File: config.mk
export PLATFORM = sky130hd
export DESIGN_NAME = record_stack_with_keyed_removal
export DESIGN_NICKNAME = d
export VERILOG_FILES = /design/src/rtl/rsk_pkg.sv /design/src/rtl/record_stack_with_keyed_removal.sv /design/src/rtl/rsk_ram.sv /design/src/rtl/rsk_div.sv
export SDC_FILE = /design/constraint.sdc
export NUM_CORES = 1
export LEC_CHECK = 0
export BUFFER_PORTS_ARGS = -buffer_cell sky130_fd_sc_hd__buf_2
export CAP_MARGIN = 20
export CORE_AREA = 3 3 208 413
export CTS_CLUSTER_SIZE = 12
export DETAILED_ROUTE_END_ITERATION = 7
export DIE_AREA = 0 0 211 416
export GPL_TIMING_DRIVEN = 0
export PLACE_DENSITY = 0.55
export SYNTH_ARGS = -nofsm -noshare
export SYNTH_HDL_FRONTEND = slang
export SYNTH_SLANG_ARGS = --single-unit
export TNS_END_PERCENT = 20
File: constraint.sdc
create_clock -name clk_i -period 7.8 [get_ports clk_i]
set_input_delay 1.56 -clock clk_i [delete_from_list [all_inputs] [get_ports clk_i]]
set_output_delay 1.56 -clock clk_i [all_outputs]
set_load 0.005 [all_outputs]
File: src/rtl/rsk_pkg.sv
`default_nettype none
package rsk_pkg;

  localparam int unsigned FUNC_W          = 3;
  localparam int unsigned ID_W            = 16;
  localparam int unsigned SCORE_W         = 10;
  localparam int unsigned SERIES_W        = 8;
  localparam int unsigned STATUS_W        = 2;
  localparam int unsigned MEAN_W          = 10;
  localparam int unsigned DEF_STACK_DEPTH = 16;

  localparam int unsigned IN_BITS = FUNC_W + ID_W + SCORE_W + SERIES_W;
  localparam int unsigned IN_W    = ((IN_BITS + 7) / 8) * 8;

  typedef enum logic [FUNC_W-1:0] {
    FUNC_PUSH    = 3'd0,
    FUNC_POP     = 3'd1,
    FUNC_LOOKUP  = 3'd2,
    FUNC_EXTRACT = 3'd3,
    FUNC_AVERAGE = 3'd4
  } func_e;

  typedef enum logic [STATUS_W-1:0] {
    ST_OK   = 2'd0,
    ST_MISS = 2'd1,
    ST_FULL = 2'd2
  } status_e;

  typedef struct packed {
    logic [ID_W-1:0]     id;
    logic [SCORE_W-1:0]  score;
    logic [SERIES_W-1:0] series;
  } rec_t;

  localparam int unsigned REC_W = $bits(rec_t);

  typedef enum logic [2:0] {
    S_IDLE,
    S_POP,
    S_SCAN,
    S_SHIFT,
    S_AVG,
    S_OUT
  } state_e;

  // result item width, padded to whole bytes
  function automatic int unsigned out_width(int unsigned cnt_w);
    int unsigned bits;
    bits = STATUS_W + REC_W + cnt_w + MEAN_W;
    return ((bits + 7) / 8) * 8;
  endfunction

endpackage
`default_nettype wire

File: src/rtl/record_stack_with_keyed_removal.sv
`default_nettype none
// Bounded LIFO of records {id, score, series} held in a single synchronous RAM, one operation
// at a time. A result waits in an output register so the next item is taken as soon as the
// operation finishes, unless an earlier result still waits there. Lookup reads one entry a
// cycle from the top down. Extract adds a shift of the entries above the match, one RAM read
// and write a cycle. Average runs a restoring divider, one quotient bit a cycle. There is no
// clearing pass after reset.
module record_stack_with_keyed_removal
  import rsk_pkg::*;
#(
  parameter  int unsigned STACK_DEPTH = DEF_STACK_DEPTH,
  localparam int unsigned CNT_W       = $clog2(STACK_DEPTH + 1),
  localparam int unsigned OUT_W       = out_width(CNT_W)
) (
  input  wire logic             clk_i,
  input  wire logic             rst_ni,
  input  wire logic             s_axis_tvalid,
  output logic                  s_axis_tready,
  // func, rec_id, score, series
  input  wire logic [IN_W-1:0]  s_axis_tdata,
  output logic                  m_axis_tvalid,
  input  wire logic             m_axis_tready,
  // status, out_id, out_score, out_series, depth_now, mean_score
  output logic      [OUT_W-1:0] m_axis_tdata
);

  localparam int unsigned AW    = $clog2(STACK_DEPTH);
  localparam int unsigned TOT_W = SCORE_W + CNT_W;

  state_e             state_q, state_d;
  logic [CNT_W-1:0]   count_q, count_d;
  logic [TOT_W-1:0]   total_q, total_d;
  logic [ID_W-1:0]    key_q, key_d;
  logic               extract_q, extract_d;
  logic [AW-1:0]      ptr_q, ptr_d;
  logic [AW-1:0]      rd_idx_q, rd_idx_d;
  logic               more_q, more_d;
  logic               rd_vld_q, rd_vld_d;
  status_e            status_q, status_d;
  rec_t               rec_q, rec_d;
  logic [MEAN_W-1:0]  mean_q, mean_d;
  logic               m_valid_q, m_valid_d;
  logic [OUT_W-1:0]   m_data_q, m_data_d;

  logic               ram_we;
  logic [AW-1:0]      ram_waddr;
  logic [REC_W-1:0]   ram_wdata;
  logic [AW-1:0]      ram_raddr;
  logic [REC_W-1:0]   ram_rdata;
  rec_t               rd_rec;

  logic               div_start;
  logic               div_done;
  logic [MEAN_W-1:0]  div_quot;

  logic               in_acc;
  func_e              in_func;
  rec_t               in_rec;
  logic [CNT_W-1:0]   cnt_m1;
  logic [CNT_W-1:0]   idx_p1;
  logic [CNT_W-1:0]   ptr_p1;

  rsk_ram #(
    .WIDTH (REC_W),
    .DEPTH (STACK_DEPTH)
  ) u_ram (
    .clk_i   (clk_i),
    .we_i    (ram_we),
    .waddr_i (ram_waddr),
    .wdata_i (ram_wdata),
    .raddr_i (ram_raddr),
    .rdata_o (ram_rdata)
  );

  rsk_div #(
    .DEN_W (CNT_W),
    .Q_W   (MEAN_W)
  ) u_div (
    .clk_i   (clk_i),
    .rst_ni  (rst_ni),
    .start_i (div_start),
    .num_i   (total_q),
    .den_i   (count_q),
    .done_o  (div_done),
    .quot_o  (div_quot)
  );

  assign s_axis_tready = (state_q == S_IDLE);
  assign in_acc        = s_axis_tvalid && s_axis_tready;
  assign in_func       = func_e'(s_axis_tdata[FUNC_W-1:0]);
  assign in_rec.id     = s_axis_tdata[FUNC_W +: ID_W];
  assign in_rec.score  = s_axis_tdata[FUNC_W+ID_W +: SCORE_W];
  assign in_rec.series = s_axis_tdata[FUNC_W+ID_W+SCORE_W +: SERIES_W];
  assign rd_rec        = rec_t'(ram_rdata);

  assign cnt_m1 = count_q - CNT_W'(1);
  assign idx_p1 = CNT_W'(rd_idx_q) + CNT_W'(1);
  assign ptr_p1 = CNT_W'(ptr_q) + CNT_W'(1);

  always_comb begin
    state_d   = state_q;
    count_d   = count_q;
    total_d   = total_q;
    key_d     = key_q;
    extract_d = extract_q;
    ptr_d     = ptr_q;
    rd_idx_d  = rd_idx_q;
    more_d    = more_q;
    rd_vld_d  = rd_vld_q;
    status_d  = status_q;
    rec_d     = rec_q;
    mean_d    = mean_q;
    m_valid_d = m_valid_q && !m_axis_tready;
    m_data_d  = m_data_q;
    ram_we    = 1'b0;
    ram_waddr = rd_idx_q - AW'(1);
    ram_wdata = ram_rdata;
    ram_raddr = ptr_q;
    div_start = 1'b0;

    case (state_q)
      S_IDLE: begin
        if (in_acc) begin
          status_d = ST_OK;
          rec_d    = '0;
          mean_d   = '0;
          state_d  = S_OUT;
          case (in_func)
            FUNC_PUSH: begin
              if (count_q == CNT_W'(STACK_DEPTH)) begin
                status_d = ST_FULL;
              end else begin
                ram_we    = 1'b1;
                ram_waddr = count_q[AW-1:0];
                ram_wdata = in_rec;
                count_d   = count_q + CNT_W'(1);
                total_d   = total_q + TOT_W'(in_rec.score);
              end
            end
            FUNC_POP: begin
              if (count_q == '0) begin
                status_d = ST_MISS;
              end else begin
                ram_raddr = cnt_m1[AW-1:0];
                state_d   = S_POP;
              end
            end
            FUNC_LOOKUP, FUNC_EXTRACT: begin
              if (count_q == '0) begin
                status_d = ST_MISS;
              end else begin
                key_d     = in_rec.id;
                extract_d = (in_func == FUNC_EXTRACT);
                ptr_d     = cnt_m1[AW-1:0];
                more_d    = 1'b1;
                rd_vld_d  = 1'b0;
                state_d   = S_SCAN;
              end
            end
            FUNC_AVERAGE: begin
              if (count_q != '0) begin
                div_start = 1'b1;
                state_d   = S_AVG;
              end
            end
            default: ;
          endcase
        end
      end
      S_POP: begin
        rec_d   = rd_rec;
        count_d = cnt_m1;
        total_d = total_q - TOT_W'(rd_rec.score);
        state_d = S_OUT;
      end
      S_SCAN: begin
        rd_vld_d = more_q;
        rd_idx_d = ptr_q;
        if (more_q) begin
          ptr_d  = ptr_q - AW'(1);
          more_d = (ptr_q != '0);
        end
        if (rd_vld_q) begin
          if (rd_rec.id == key_q) begin
            rec_d = rd_rec;
            if (extract_q) begin
              ptr_d    = idx_p1[AW-1:0];
              more_d   = (idx_p1 < count_q);
              rd_vld_d = 1'b0;
              state_d  = S_SHIFT;
            end else begin
              state_d = S_OUT;
            end
          end else if (rd_idx_q == '0) begin
            status_d = ST_MISS;
            rec_d    = '0;
            state_d  = S_OUT;
          end
        end
      end
      S_SHIFT: begin
        // entry read last cycle moves down one place
        rd_vld_d = more_q;
        rd_idx_d = ptr_q;
        if (more_q) begin
          ptr_d  = ptr_p1[AW-1:0];
          more_d = (ptr_p1 < count_q);
        end
        if (rd_vld_q) begin
          ram_we = 1'b1;
        end
        if (!more_q && !rd_vld_q) begin
          count_d = cnt_m1;
          total_d = total_q - TOT_W'(rec_q.score);
          state_d = S_OUT;
        end
      end
      S_AVG: begin
        if (div_done) begin
          mean_d  = div_quot;
          state_d = S_OUT;
        end
      end
      S_OUT: begin
        if (!m_valid_q || m_axis_tready) begin
          m_valid_d = 1'b1;
          m_data_d  = OUT_W'({mean_q, count_q, rec_q.series, rec_q.score, rec_q.id, status_q});
          state_d   = S_IDLE;
        end
      end
      default: state_d = S_IDLE;
    endcase
  end

  always_ff @(posedge clk_i or negedge rst_ni) begin
    if (!rst_ni) begin
      state_q   <= S_IDLE;
      count_q   <= '0;
      total_q   <= '0;
      more_q    <= 1'b0;
      rd_vld_q  <= 1'b0;
      m_valid_q <= 1'b0;
    end else begin
      state_q   <= state_d;
      count_q   <= count_d;
      total_q   <= total_d;
      more_q    <= more_d;
      rd_vld_q  <= rd_vld_d;
      m_valid_q <= m_valid_d;
    end
  end

  always_ff @(posedge clk_i) begin
    key_q     <= key_d;
    extract_q <= extract_d;
    ptr_q     <= ptr_d;
    rd_idx_q  <= rd_idx_d;
    status_q  <= status_d;
    rec_q     <= rec_d;
    mean_q    <= mean_d;
    m_data_q  <= m_data_d;
  end

  assign m_axis_tvalid = m_valid_q;
  assign m_axis_tdata  = m_data_q;

endmodule
`default_nettype wire

File: src/rtl/rsk_ram.sv
`default_nettype none
module rsk_ram #(
  parameter  int unsigned WIDTH = 8,
  parameter  int unsigned DEPTH = 16,
  localparam int unsigned AW    = $clog2(DEPTH)
) (
  input  wire logic             clk_i,
  input  wire logic             we_i,
  input  wire logic [AW-1:0]    waddr_i,
  input  wire logic [WIDTH-1:0] wdata_i,
  input  wire logic [AW-1:0]    raddr_i,
  output logic      [WIDTH-1:0] rdata_o
);

  logic [WIDTH-1:0] mem_q [DEPTH];
  logic [WIDTH-1:0] rdata_q;

  always_ff @(posedge clk_i) begin
    if (we_i) begin
      mem_q[waddr_i] <= wdata_i;
    end
    rdata_q <= mem_q[raddr_i];
  end

  assign rdata_o = rdata_q;

endmodule
`default_nettype wire

File: src/rtl/rsk_div.sv
`default_nettype none
module rsk_div #(
  parameter  int unsigned DEN_W  = 5,
  parameter  int unsigned Q_W    = 10,
  localparam int unsigned NUM_W  = DEN_W + Q_W,
  localparam int unsigned STEP_W = $clog2(Q_W + 1)
) (
  input  wire logic             clk_i,
  input  wire logic             rst_ni,
  input  wire logic             start_i,
  input  wire logic [NUM_W-1:0] num_i,
  input  wire logic [DEN_W-1:0] den_i,
  output logic                  done_o,
  output logic      [Q_W-1:0]   quot_o
);

  // restoring division, one quotient bit a cycle; caller guarantees quotient fits Q_W
  logic [DEN_W-1:0]  rem_q;
  logic [Q_W-1:0]    low_q;
  logic [DEN_W-1:0]  den_q;
  logic [STEP_W-1:0] step_q;
  logic              busy_q;
  logic              done_q;

  logic [DEN_W:0] trial;
  logic [DEN_W:0] diff;
  logic           ge;

  always_comb begin
    trial = {rem_q, low_q[Q_W-1]};
    diff  = trial - {1'b0, den_q};
    ge    = (trial >= {1'b0, den_q});
  end

  always_ff @(posedge clk_i or negedge rst_ni) begin
    if (!rst_ni) begin
      busy_q <= 1'b0;
      done_q <= 1'b0;
      step_q <= '0;
    end else begin
      done_q <= 1'b0;
      if (start_i) begin
        busy_q <= 1'b1;
        step_q <= '0;
      end else if (busy_q) begin
        step_q <= step_q + STEP_W'(1);
        if (step_q == STEP_W'(Q_W - 1)) begin
          busy_q <= 1'b0;
          done_q <= 1'b1;
        end
      end
    end
  end

  always_ff @(posedge clk_i) begin
    if (start_i) begin
      rem_q <= num_i[NUM_W-1:Q_W];
      low_q <= num_i[Q_W-1:0];
      den_q <= den_i;
    end else if (busy_q) begin
      rem_q <= ge ? diff[DEN_W-1:0] : trial[DEN_W-1:0];
      low_q <= {low_q[Q_W-2:0], ge};
    end
  end

  assign done_o = done_q;
  assign quot_o = low_q;

endmodule
`default_nettype wire

Yosys cells after proc, flatten, opt, wreduce, memory -nomap -nowiden

Memories as Yosys holds them, arrays and structs flattened. A register that Yosys moved wholly into a read port is not among the register bits.
Cells that the tools add are included.

Bits in registers: 174
Bits in latches: 0
Bits in writable memories: 544
ROM bits: 0
Bits of input ports: 44
Output and inout port bits: 58
Word-level logic and storage cells: 196
Memories: 1

Add/subtract/negate cells: 11
Multiply operators: 0
Divide/modulo/power cells: 0
$lt $le $gt $ge: 3
Eq/ne operators: 25
Shifts and indexed selects: 0
Muxes and demuxes: 101
Bitwise operators: 1
Reduce and logical (&&, ||, !) cells: 32

Memory list:

| memory      | depth | bits a word | rd ports | clocked after Yosys merged registers in | write ports | line          | text |
|---|---|---|---|---|---|---|---|
| u_ram.mem_q | 16    | 34          | 1        | 1                                       | 1           | rsk_ram.sv:15 | `logic [WIDTH-1:0] mem_q [DEPTH];` |

Operators by type and width:

| operator                                                         | count |
|---|---|
| 34-bit 2-to-1 mux                                                | 8 |
| 34-bit case mux with 3 select lines                              | 1 |
| 4-bit 2-to-1 mux                                                 | 17 |
| 15-bit 2-to-1 mux                                                | 4 |
| 15-bit case mux with 3 select lines                              | 1 |
| 10-bit 2-to-1 mux                                                | 4 |
| 5-bit 2-to-1 mux                                                 | 7 |
| 1-bit 2-to-1 mux                                                 | 34 |
| 3-bit 2-to-1 mux                                                 | 10 |
| 15-bit by 10-bit subtractor with 15-bit output                   | 2 |
| 10-bit case mux with 2 select lines                              | 1 |
| 3-bit case mux with 6 select lines                               | 1 |
| 16-bit == test                                                   | 1 |
| 2-bit inequality test (second input constant)                    | 8 |
| 4-bit AND reduction                                              | 4 |
| 15-bit by 10-bit adder with 15-bit output                        | 1 |
| 5-bit case mux with 3 select lines                               | 1 |
| 3-bit by 2-bit == test with 1-bit output (second input constant) | 4 |
| 4-bit case mux with 3 select lines                               | 1 |
| 4-bit by 1-bit adder with 5-bit output (second input constant)   | 2 |
| 5-bit less-than comparator                                       | 2 |
| 2-bit 2-to-1 mux                                                 | 5 |
| 5-bit AND reduction                                              | 2 |
| 3-bit == test (second input constant)                            | 3 |
| 31 further kinds                                                 | 49 |

Longest topological paths before layout

Gate-level depths: netlist (run 1).

Word-level depth: 7
Gate-level depth with buffers: 16
Mapped depth without buffers: 14

Cells and area by module

From an unflattened synthesis (run 1), not the netlist that was laid out.

Cells, all modules: 1635
Area, all modules: 30125.1 um^2

Modules (own cells, without submodules):

| module                          | instances | cells each | area an instance (um^2) | seq. area each (um^2) |
|---|---|---|---|---|
| rsk_ram                         | 1         | 888        | 21076.5                 | 17016.3 |
| record_stack_with_keyed_removal | 1         | 648        | 7711.1                  | 4314.1 |
| rsk_div                         | 1         | 99         | 1337.5                  | 750.7 |

Worst setup path after synthesis (run 1)

OpenSTA, ideal clock, no wires.

Kind: input-to-reg
From: input s_axis_tvalid
To: register rec_q[0] (netlist name), enable pin
Setup time: 0.477 ns
Arrival time: 4.381 ns
Data required time: 7.323 ns
Setup slack: 2.943 ns
Stages: 4
Cells stage by stage: nand2b_1 nand3_1 o31ai_1 a211oi_1

Cells in the longest elaborated chain, start to end: 3

RTL lines:

| what                                                              | line                                   | text |
|---|---|---|
| from (decl)                                                       | record_stack_with_keyed_removal.sv:17  | `input wire logic s_axis_tvalid,` |
| 1-bit logical AND                                                 | record_stack_with_keyed_removal.sv:89  | `assign in_acc = s_axis_tvalid && s_axis_tready;` |
| 2-bit by 1-bit inequality test with 1-bit output (no source line) | n/a                                    |  |
| 4-bit AND reduction (no source line)                              | n/a                                    |  |
| to (signal assigned)                                              | record_stack_with_keyed_removal.sv:259 | `rec_q <= rec_d;` |
| to (decl)                                                         | record_stack_with_keyed_removal.sv:40  | `rec_t rec_q, rec_d;` |

Every way passes these cells.
A chain may end at the register's enable or synchronous reset.

Worst setup path in the final report (run 1)

From: register state_q[2]
To: register total_q[14]

Cells in the longest elaborated chain, start to end: 4

RTL lines:

| what                                                              | line                                                                          | text |
|---|---|---|
| from (decl)                                                       | record_stack_with_keyed_removal.sv:30                                         | `state_e state_q, state_d;` |
| from (signal assigned)                                            | record_stack_with_keyed_removal.sv:244                                        | `state_q <= state_d;` |
| 3-bit zero test                                                   | record_stack_with_keyed_removal.sv:88, record_stack_with_keyed_removal.sv:121 |  |
| 1-bit logical AND                                                 | record_stack_with_keyed_removal.sv:89                                         |  |
| 2-bit by 1-bit inequality test with 1-bit output (no source line) | n/a                                                                           |  |
| 5-bit AND reduction (no source line)                              | n/a                                                                           |  |
| to (signal assigned)                                              | record_stack_with_keyed_removal.sv:246                                        | `total_q <= total_d;` |
| to (decl)                                                         | record_stack_with_keyed_removal.sv:32                                         | `logic [TOT_W-1:0] total_q, total_d;` |

Several ways; a longest one is shown, not always the timed one.

==> results of run 1 <==
[cells by family after synthesis]
| family | share of synthesized area [%] |
|---|---|
| DFF | 66.74 |
| and+or+nand+nor | 8.146 |
| AOI/OAI and AO/OA | 17.55 |
| buffers and inverters | 3.025 |
| muxes | 1.656 |
| other | 0.01133 |
| adders and majority gates | 1.520 |
| xor gates and xnor gates | 1.350 |
[cell usage in the layout, fill, tap and decap left out, types with 14 or more instances in the layout]
cell type	synthesis	routed
mux2i_1	14	14
a221oi_1	267	267
o22ai_1	36	36
buf_16	0	16
edfxtp_1	686	686
dfrtp_1	32	32
clkbuf_16	0	75
dfxtp_1	34	34
ha_1	37	37
inv_1	31	31
nand3_1	17	17
xor2_1	14	14
o21ai_0	38	37
a21oi_1	109	108
buf_2	68	160
mux2_2	33	33
clkbuf_1	117	163
nor4_1	37	36
xnor2_1	37	37
and2_1	49	49
a211oi_1	274	273
nor2_4	0	17
nand2_1	149	149
nor3_1	48	48
nor2_1	235	218
[sequential cells by signal, indices dropped and copies added (netlist names), 2 cells and up]
name / count
total_q: 15
state_q: 3
m_axis_tdata: 51
key_q: 16
u_ram.mem_q: 544
ptr_q: 4
status_q: 2
count_q: 5
mean_q: 10
rd_idx_q: 4
rec_q: 34
u_div.step_q: 4
u_ram.rdata_o: 34
u_div.rem_q: 5
u_div.den_q: 5
u_div.quot_o: 10
[worst max path at each step]
stage / cells after the start / slack, ns / startpoint / to
after floorplan: 4 / 2.94 / s_axis_tvalid / rec_q[0]
after global placement: 5 / -0.96 / u_ram.rdata_o[31] / rec_q[24]
after detailed placement: 9 / 2.42 / s_axis_tdata[1] / u_ram.rdata_o[5]
after CTS: 15 / 2.56 / state_q[2] / total_q[14]
after global routing: 16 / 2.37 / state_q[2] / total_q[14]
final: 15 / 2.60 / state_q[2] / total_q[14]
[metal layers]
layer	global-route usage [%]	part of all wire, %	vias to the layer above
li1	-	-	10450
met1	26.73	31	12040
met2	51.38	53	1599
met3	5.885	7.8	550
met4	20.72	8.6	2
met5	0	0.010	-
[worst max-delay path, stage by stage, from the launching register on]
cell,delay (ns)
dfrtp_1,0.32
clkbuf_1,0.57
inv_1,0.34
nand2_1,0.35
clkbuf_1,0.43
clkbuf_1,0.45
nor2_1,0.12
a21oi_1,0.19
ha_1,0.29
nor2b_1,0.16
o31ai_1,0.61
a21oi_1,0.21
a41oi_1,0.43
o221ai_1,0.26
mux2i_1,0.25
xnor2_1,0.14
[power by group]
part	switching, W	internal, W	total, W	leakage, nW
clock network	0.00157	0.00181	0.00338	1.03
logic	0.00205	0.000862	0.00291	4.21
registers	0.000234	0.00506	0.00529	6.91
total	0.00385	0.00773	0.0116	12.2
[stage by stage]
stage               util (%)  hold slack, ns  instances
finish                 45.72          0.4179       3819
global route           45.71          0.4229       3815
CTS                    45.71          0.4197       3815
detailed placement     43.13          0.4045       3686
global placement       42.05          0.4054       3651
floorplan                  -          0.4003       2502
[final cells by class]
cell class / instances / area share (%)
antenna: 4 / 0.02639
clock inverter: 7 / 0.2111
buffer: 202 / 2.312
sequential: 752 / 58.21
clock buffer: 122 / 5.439
tap: 1057 / 3.486
inverter: 33 / 0.3266
timing repair buffer: 127 / 3.173
multi-input combinational: 1515 / 26.81
==> key figures, run 1 <==
Status
  – Status: finished clean

Global routing
  – Antenna violations before repair: 5
  – Global route overflow: 0
  – First-pass GRT wire length: 174,800 um
  – Pin count of the biggest net entering global routing: 33
  – Vias in the first global route: 25,420
  – Total track usage: 27.84%

Finish
  – Fraction of layout instances using a drive strength above 1: 12.62%
  – Sequential cell area: 22,080 um2
  – Fin nets: 2,787
  – Area of the multi-input gates: 10,170 um2
  – Area grow syn2layout: 14.65%
  – Fillcell total: roughly 7,400
  – Fin area: 37,930 um2

Synth
  – Synth cell types: 62
  – Register area share after synthesis: 66.74%
  – Top cells by area, synth: edfxtp_1, a221oi_1, a211oi_1, nor2_1, dfrtp_1
  – Mapped Cells: ~2,500
  – Most frequent cell after synthesis: edfxtp_1
  – Synth cell count leaders: edfxtp_1, a211oi_1, a221oi_1
  – Synth area leader: edfxtp_1
  – Top cell type's share of synthesized area: 62.26%
  – Post-synth top flop: edfxtp_1
  – Avg Inst Size Synth: 13.25 um2
  – Async SR Flop Fraction: under 10%
  – Synth Register Bits: 752
  – Synth warn: 0
  – Number of synthesized flops with an enable pin: slightly below 700
  – Mapped cell area: approximately 33,000 um2

Placement
  – Hpwl dp: 91,140 um
  – Post-DP Area: about 36,000 um2
  – Gpl congestion: just over 0.9
  – Place WS: 2.416 ns
  – IO Port Bufs: 92

Worst hold path
  – WHS Path Cells: 0
  – Hold Path End: m_axis_tdata[4]
  – Hold WC Path Type: flip-flop to flip-flop
  – Hold Path Origin: rec_q[20]

Clock tree
  – Clock sink count: approximately 750
  – Depth of the CTS H-tree: 3
  – Clock tree buffer depth: 3
  – Post-CTS Resized: 0
  – CTS tree: done
  – Clock slew at reported path FFs: approximately 0.070 ns
  – Root Buffer: clkbuf_16
  – Post-CTS setup buffers: 0
  – TritonCTS Buffers: 73
  – Clk_lat worst skew: 0.69 ns
  – Hold_buf cts: 0

STA
  – Final Hold Fails: 0
  – Actual slew at the worst max-slew pin: ~1.1 ns
  – Worst Skew: about 0.032 ns
  – Fmax achieved: 0.1921 GHz
  – Setup ws final: 2.595 ns
  – Fin crit period: 5.205 ns
  – Final TNS setup: 0 ns
  – Slew headroom: approximately a quarter
  – Setup-failing EPs final: 0
  – Unrepaired setup endpoints after global routing: no
  – Period utilization: 66.73%
  – Final Slew Violations: 0

Die
  – Initial Util: 39.88%
  – I/O pin count: a little over 100
  – Core Rows: 149
  – Die area: 87,780 um2
  – Die X: ~210 um
  – Core ar.: ~83,000 um2
  – Overall die height: about 420 um

Job
  – Max-cap violation count: 0

Critical path
  – CP Data Required Time: 8.39 ns
  – WS Path Type: flip-flop to flip-flop
  – CP max FO: 10
  – CP arrival: slightly below 6 ns
  – Crit. End Element: flip-flop
  – R2R Setup Slk: 2.60 ns
  – RR Endpoint: total_q[14]
  – Critical R2R Launch: state_q[2]
  – CP startpoint kind: flip-flop
  – Worst R2R Path Depth: 15

Route
  – Drt initial violations: around 2,500
  – Routed wire per std cell: roughly 33 um
  – Via count: 24,640
  – Routed WL: between 100,000 and 150,000 um
  – DRC Markers: 0
  – Vias per cell: about 6.5
  – Final antenna-violating net count: 0
  – Drt pass-1 iters: 8

Power and ir drop
  – Total power: 0.01158 W
  – Peak supply drop: 0.1499 mV
  – PD cells: 305.3 nW/um2
  – Static power due to leakage: 12.15 nW
No activity file was read; power rests on OpenSTA's default activity.
==> run 2, diff against run 1 <==
--- a/config.mk
+++ b/config.mk
@@ -5,12 +5,13 @@
 export SDC_FILE = /design/constraint.sdc
 export NUM_CORES = 1
 export LEC_CHECK = 0
+export ABC_AREA = 1
 export BUFFER_PORTS_ARGS = -buffer_cell sky130_fd_sc_hd__buf_2
 export CAP_MARGIN = 20
-export CORE_AREA = 3 3 208 413
+export CORE_AREA = 3 3 210 418
 export CTS_CLUSTER_SIZE = 12
 export DETAILED_ROUTE_END_ITERATION = 7
-export DIE_AREA = 0 0 211 416
+export DIE_AREA = 0 0 213 421
 export GPL_TIMING_DRIVEN = 0
 export PLACE_DENSITY = 0.55
 export SYNTH_ARGS = -nofsm -noshare
==> constraint.sdc (replaced) <==
create_clock -name clk_i -period 5.3 [get_ports clk_i]
set_input_delay 1.06 -clock clk_i [delete_from_list [all_inputs] [get_ports clk_i]]
set_output_delay 1.06 -clock clk_i [all_outputs]
set_load 0.005 [all_outputs]
==> run 2 against run 1 <==
Compared with the run above: global-route usage down 2.1 points; critical path depth decreased by 6; flip-flop and latch count unchanged; setup slack lost 1.4 ns; maximum frequency increased by 26%; clock skew is 0.012 ns lower; core utilization shrank 0.053 points; highest routed layer unchanged; routed wire length down 6.9%.
==> key figures, run 2 <==
Status
  – Status: finished clean (unchanged)

Global routing
  – Total track usage: 25.74% (was 27.84%)
  – First-pass GRT wire length: 163,500 um (was 174,800 um)
  – Global route overflow: 0 (unchanged)
  – Vias in the first global route: 24,130 (was 25,420)
  – Antenna violations before repair: 5 (unchanged)
  – Pin count of the biggest net entering global routing: 33 (unchanged)

Synth
  – Top cells by area, synth: edfxtp_1, nand3_1, inv_1, nand2_1, dfrtp_1 (was edfxtp_1, a221oi_1, a211oi_1, nor2_1, dfrtp_1)
  – Synth Register Bits: 752 (unchanged)
  – Top cell type's share of synthesized area: 60.91% (was 62.26%)
  – Mapped Cells: 3,359 (was 2,498)
  – Synth warn: 0 (unchanged)
  – Synth area leader: edfxtp_1 (unchanged)
  – Async SR Flop Fraction: 4.255% (unchanged)
  – Synth cell types: 45 (was 62)
  – Synth cell count leaders: nand3_1, inv_1, edfxtp_1 (was edfxtp_1, a211oi_1, a221oi_1)
  – Number of synthesized flops with an enable pin: 686 (unchanged)
  – Post-synth top flop: edfxtp_1 (unchanged)
  – Mapped cell area: 33,820 um2 (was 33,090 um2)
  – Avg Inst Size Synth: 10.07 um2 (was 13.25 um2)
  – Most frequent cell after synthesis: nand3_1 (was edfxtp_1)
  – Register area share after synthesis: 65.29% (was 66.74%)

Critical path
  – Crit-path max cell delay: 0.75 ns (was 0.61 ns)
  – WS Path Type: flip-flop to flip-flop (unchanged)
  – CP Data Required Time: 5.64 ns (was 8.39 ns)
  – Crit. End Element: flip-flop (unchanged)
  – Cell breakdown of the critical path: inv_1, ha_1, nand3_1, nand4_1, clkbuf_1, o21ai_0, nand3_1, nor2_4, buf_12 (was clkbuf_1, inv_1, nand2_1, clkbuf_1, clkbuf_1, nor2_1, a21oi_1, ha_1, nor2b_1, o31ai_1, a21oi_1, a41oi_1, o221ai_1, mux2i_1, xnor2_1)
  – Crit-path slowest cell: o21ai_0 (was o31ai_1)
  – CP max FO: 18 (was 10)
  – CP arrival: 4.47 ns (was 5.80 ns)
  – Most used cell, CP: nand3_1 (was clkbuf_1)
  – CP startpoint kind: flip-flop (unchanged)

Finish
  – Fraction of layout instances using a drive strength above 1: 9.973% (was 12.62%)
  – Reg with most FFs: u_ram.mem_q (unchanged)
  – Fillcell total: 8,011 (was 7,364)
  – Most frequent cells in the layout: nand3_1, inv_1, edfxtp_1 (was edfxtp_1, a211oi_1, a221oi_1)
  – Commonest non-fill, non-tap cell in the layout: nand3_1 (was edfxtp_1)
  – Fin area: 38,740 um2 (was 37,930 um2)
  – Fin nets: 3,674 (was 2,787)
  – Fin util: 45.67% (was 45.72%)
  – Max FFs per register: 544 (unchanged)
  – Area grow syn2layout: 14.55% (was 14.65%)

Route
  – Drt pass-1 iters: 5 (was 8)
  – Routed WL: 116,600 um (was 125,200 um)
  – Routed wire per std cell: 24.69 um (was 32.78 um)
  – Drt initial violations: 2,082 (was 2,530)
  – Via count: 24,800 (was 24,640)
  – Vias per cell: 5.251 (was 6.452)
  – Final antenna-violating net count: 0 (unchanged)
  – DRC Markers: 0 (unchanged)

Power and ir drop
  – Total power: 0.02181 W (was 0.01158 W)
  – Static power due to leakage: 16.71 nW (was 12.15 nW)
  – Peak supply drop: 0.2983 mV (was 0.1499 mV)
  – PD cells: 563.0 nW/um2 (was 305.3 nW/um2)

STA
  – Slew headroom: 23.92% (was 25.98%)
  – Setup ws final: 1.169 ns (was 2.595 ns)
  – Fin crit period: 4.131 ns (was 5.205 ns)
  – Setup-failing EPs final: 0 (unchanged)
  – Worst Skew: 0.01903 ns (was 0.03151 ns)
  – Unrepaired setup endpoints after global routing: no (unchanged)
  – Actual slew at the worst max-slew pin: 1.135 ns (was 1.110 ns)
  – Final TNS setup: 0 ns (unchanged)
  – Period utilization: 77.94% (was 66.73%)
  – Fmax achieved: 0.2421 GHz (was 0.1921 GHz)
  – Final Slew Violations: 0 (unchanged)
  – Final Hold Fails: 0 (unchanged)

Die
  – Die area: 89,670 um2 (was 87,780 um2)
  – Die X: 213 um (was 211 um)
  – I/O pin count: 102 (unchanged)
  – Core ar.: 84,830 um2 (was 82,960 um2)
  – Overall die height: 421 um (was 416 um)
  – Core Rows: 151 (was 149)
  – Initial Util: 39.87% (was 39.88%)

Clock tree
  – Hold_buf cts: 0 (unchanged)
  – Clk_lat worst skew: 0.64 ns (was 0.69 ns)
  – Clock tree buffer depth: 3 (unchanged)
  – Post-CTS setup buffers: 0 (unchanged)
  – Post-CTS Resized: 0 (unchanged)
  – TritonCTS Buffers: 73 (unchanged)
  – Clock slew at reported path FFs: 0.06 ns (was 0.07 ns)
  – Root Buffer: clkbuf_16 (unchanged)
  – Clock sink count: 752 (unchanged)
  – Depth of the CTS H-tree: 3 (unchanged)
  – CTS tree: done (unchanged)

Job
  – Max-cap violation count: 0 (unchanged)

Placement
  – Gpl congestion: 0.9495 (was 0.9208)
  – Post-DP Area: 36,520 um2 (was 35,780 um2)
  – Hpwl dp: 83,570 um (was 91,140 um)
  – Place WS: 0.8098 ns (was 2.416 ns)
  – IO Port Bufs: 93 (was 92)

Worst hold path
  – Hold WC Path Type: flip-flop to flip-flop (unchanged)
-- run 2: changes by cell type in the layout (fill, tap and decap cells not counted), moves of 48 or more --
cell,change
nor2_1,-122
clkbuf_1,-57
nand3_1,+684
a211oi_1,-272
and2_1,-48
nand2_1,+515
a21oi_1,-77
a221oi_1,-266
inv_1,+656
-- run 2: kinds of logic after synthesis --
| family | count (synthesis) | synth area share [%] |
|---|---|---|
| and+or+nand+nor | 1520 | 19.83 |
| other | 1 | 0.01109 |
| DFF | 752 | 65.29 |
| xor gates and xnor gates | 30 | 0.7769 |
| AOI/OAI and AO/OA | 164 | 2.619 |
| buffers and inverters | 853 | 9.988 |
| adders and majority gates | 39 | 1.487 |
-- run 2: metrics by stage --
step,cells,hold slack (ns)
3_3_place_gp,4527,0.4048
6_report,4723,0.4106
3_5_place_dp,4583,0.4045
2_1_floorplan,3363,0.4003
5_1_grt,4721,0.4233
4_1_cts,4717,0.4129
-- run 2: critical path, delay by kind of cell (launching register included) --
kind                       cells  cell delay [ns]
and+or+nand+nor                4             1.42
AOI/OAI and AO/OA              1             0.75
adders and majority gates      1             0.31
DFF                            1             0.57
buffers and inverters          3             0.73
-- run 2: area by class of cell --
cell class	instances	area (um2)	share of cell area, %
antenna	2	5.005	0.01292
buffer	160	777.0	2.006
clock buffer	131	2138	5.519
clock inverter	3	32.53	0.08397
inverter	693	2601	6.714
multi-input combinational	1758	8526	22.01
sequential	752	22080	57.00
tap	1071	1340	3.459
timing repair buffer	153	1241	3.204
-- run 2: final timing paths --
path / endpoint / from / depth (start not counted) / slack (ns)
max: u_ram.mem_q[0][25] / count_q[1] / 9 / 1.17
min: m_axis_tdata[47] / mean_q[6] / 0 / 0.41
max reg2reg: u_ram.mem_q[0][25] / count_q[1] / 9 / 1.17
min reg2reg: m_axis_tdata[47] / mean_q[6] / 0 / 0.41
max in group asynchronous: total_q[2] / rst_ni / 1 / 4.15
min in group asynchronous: count_q[0] / rst_ni / 1 / 0.54
-- run 2: where the power goes --
part | total (W) | internal, W | switching [W]
clock | 0.00498 | 0.00272 | 0.00226
sequential | 0.00839 | 0.00806 | 0.000334
combinational | 0.00844 | 0.00225 | 0.00619
total | 0.0218 | 0.0130 | 0.00878
-- run 2: routing by layer --
layer / vias to the layer above / share of wire [%] / GRT usage (%)
li1: 11440 / - / -
met1: 11870 / 32 / 25.21
met2: 1077 / 52 / 46.62
met3: 415 / 6.0 / 4.398
met4: 4 / 9.8 / 20.75
met5: - / 0.026 / 0
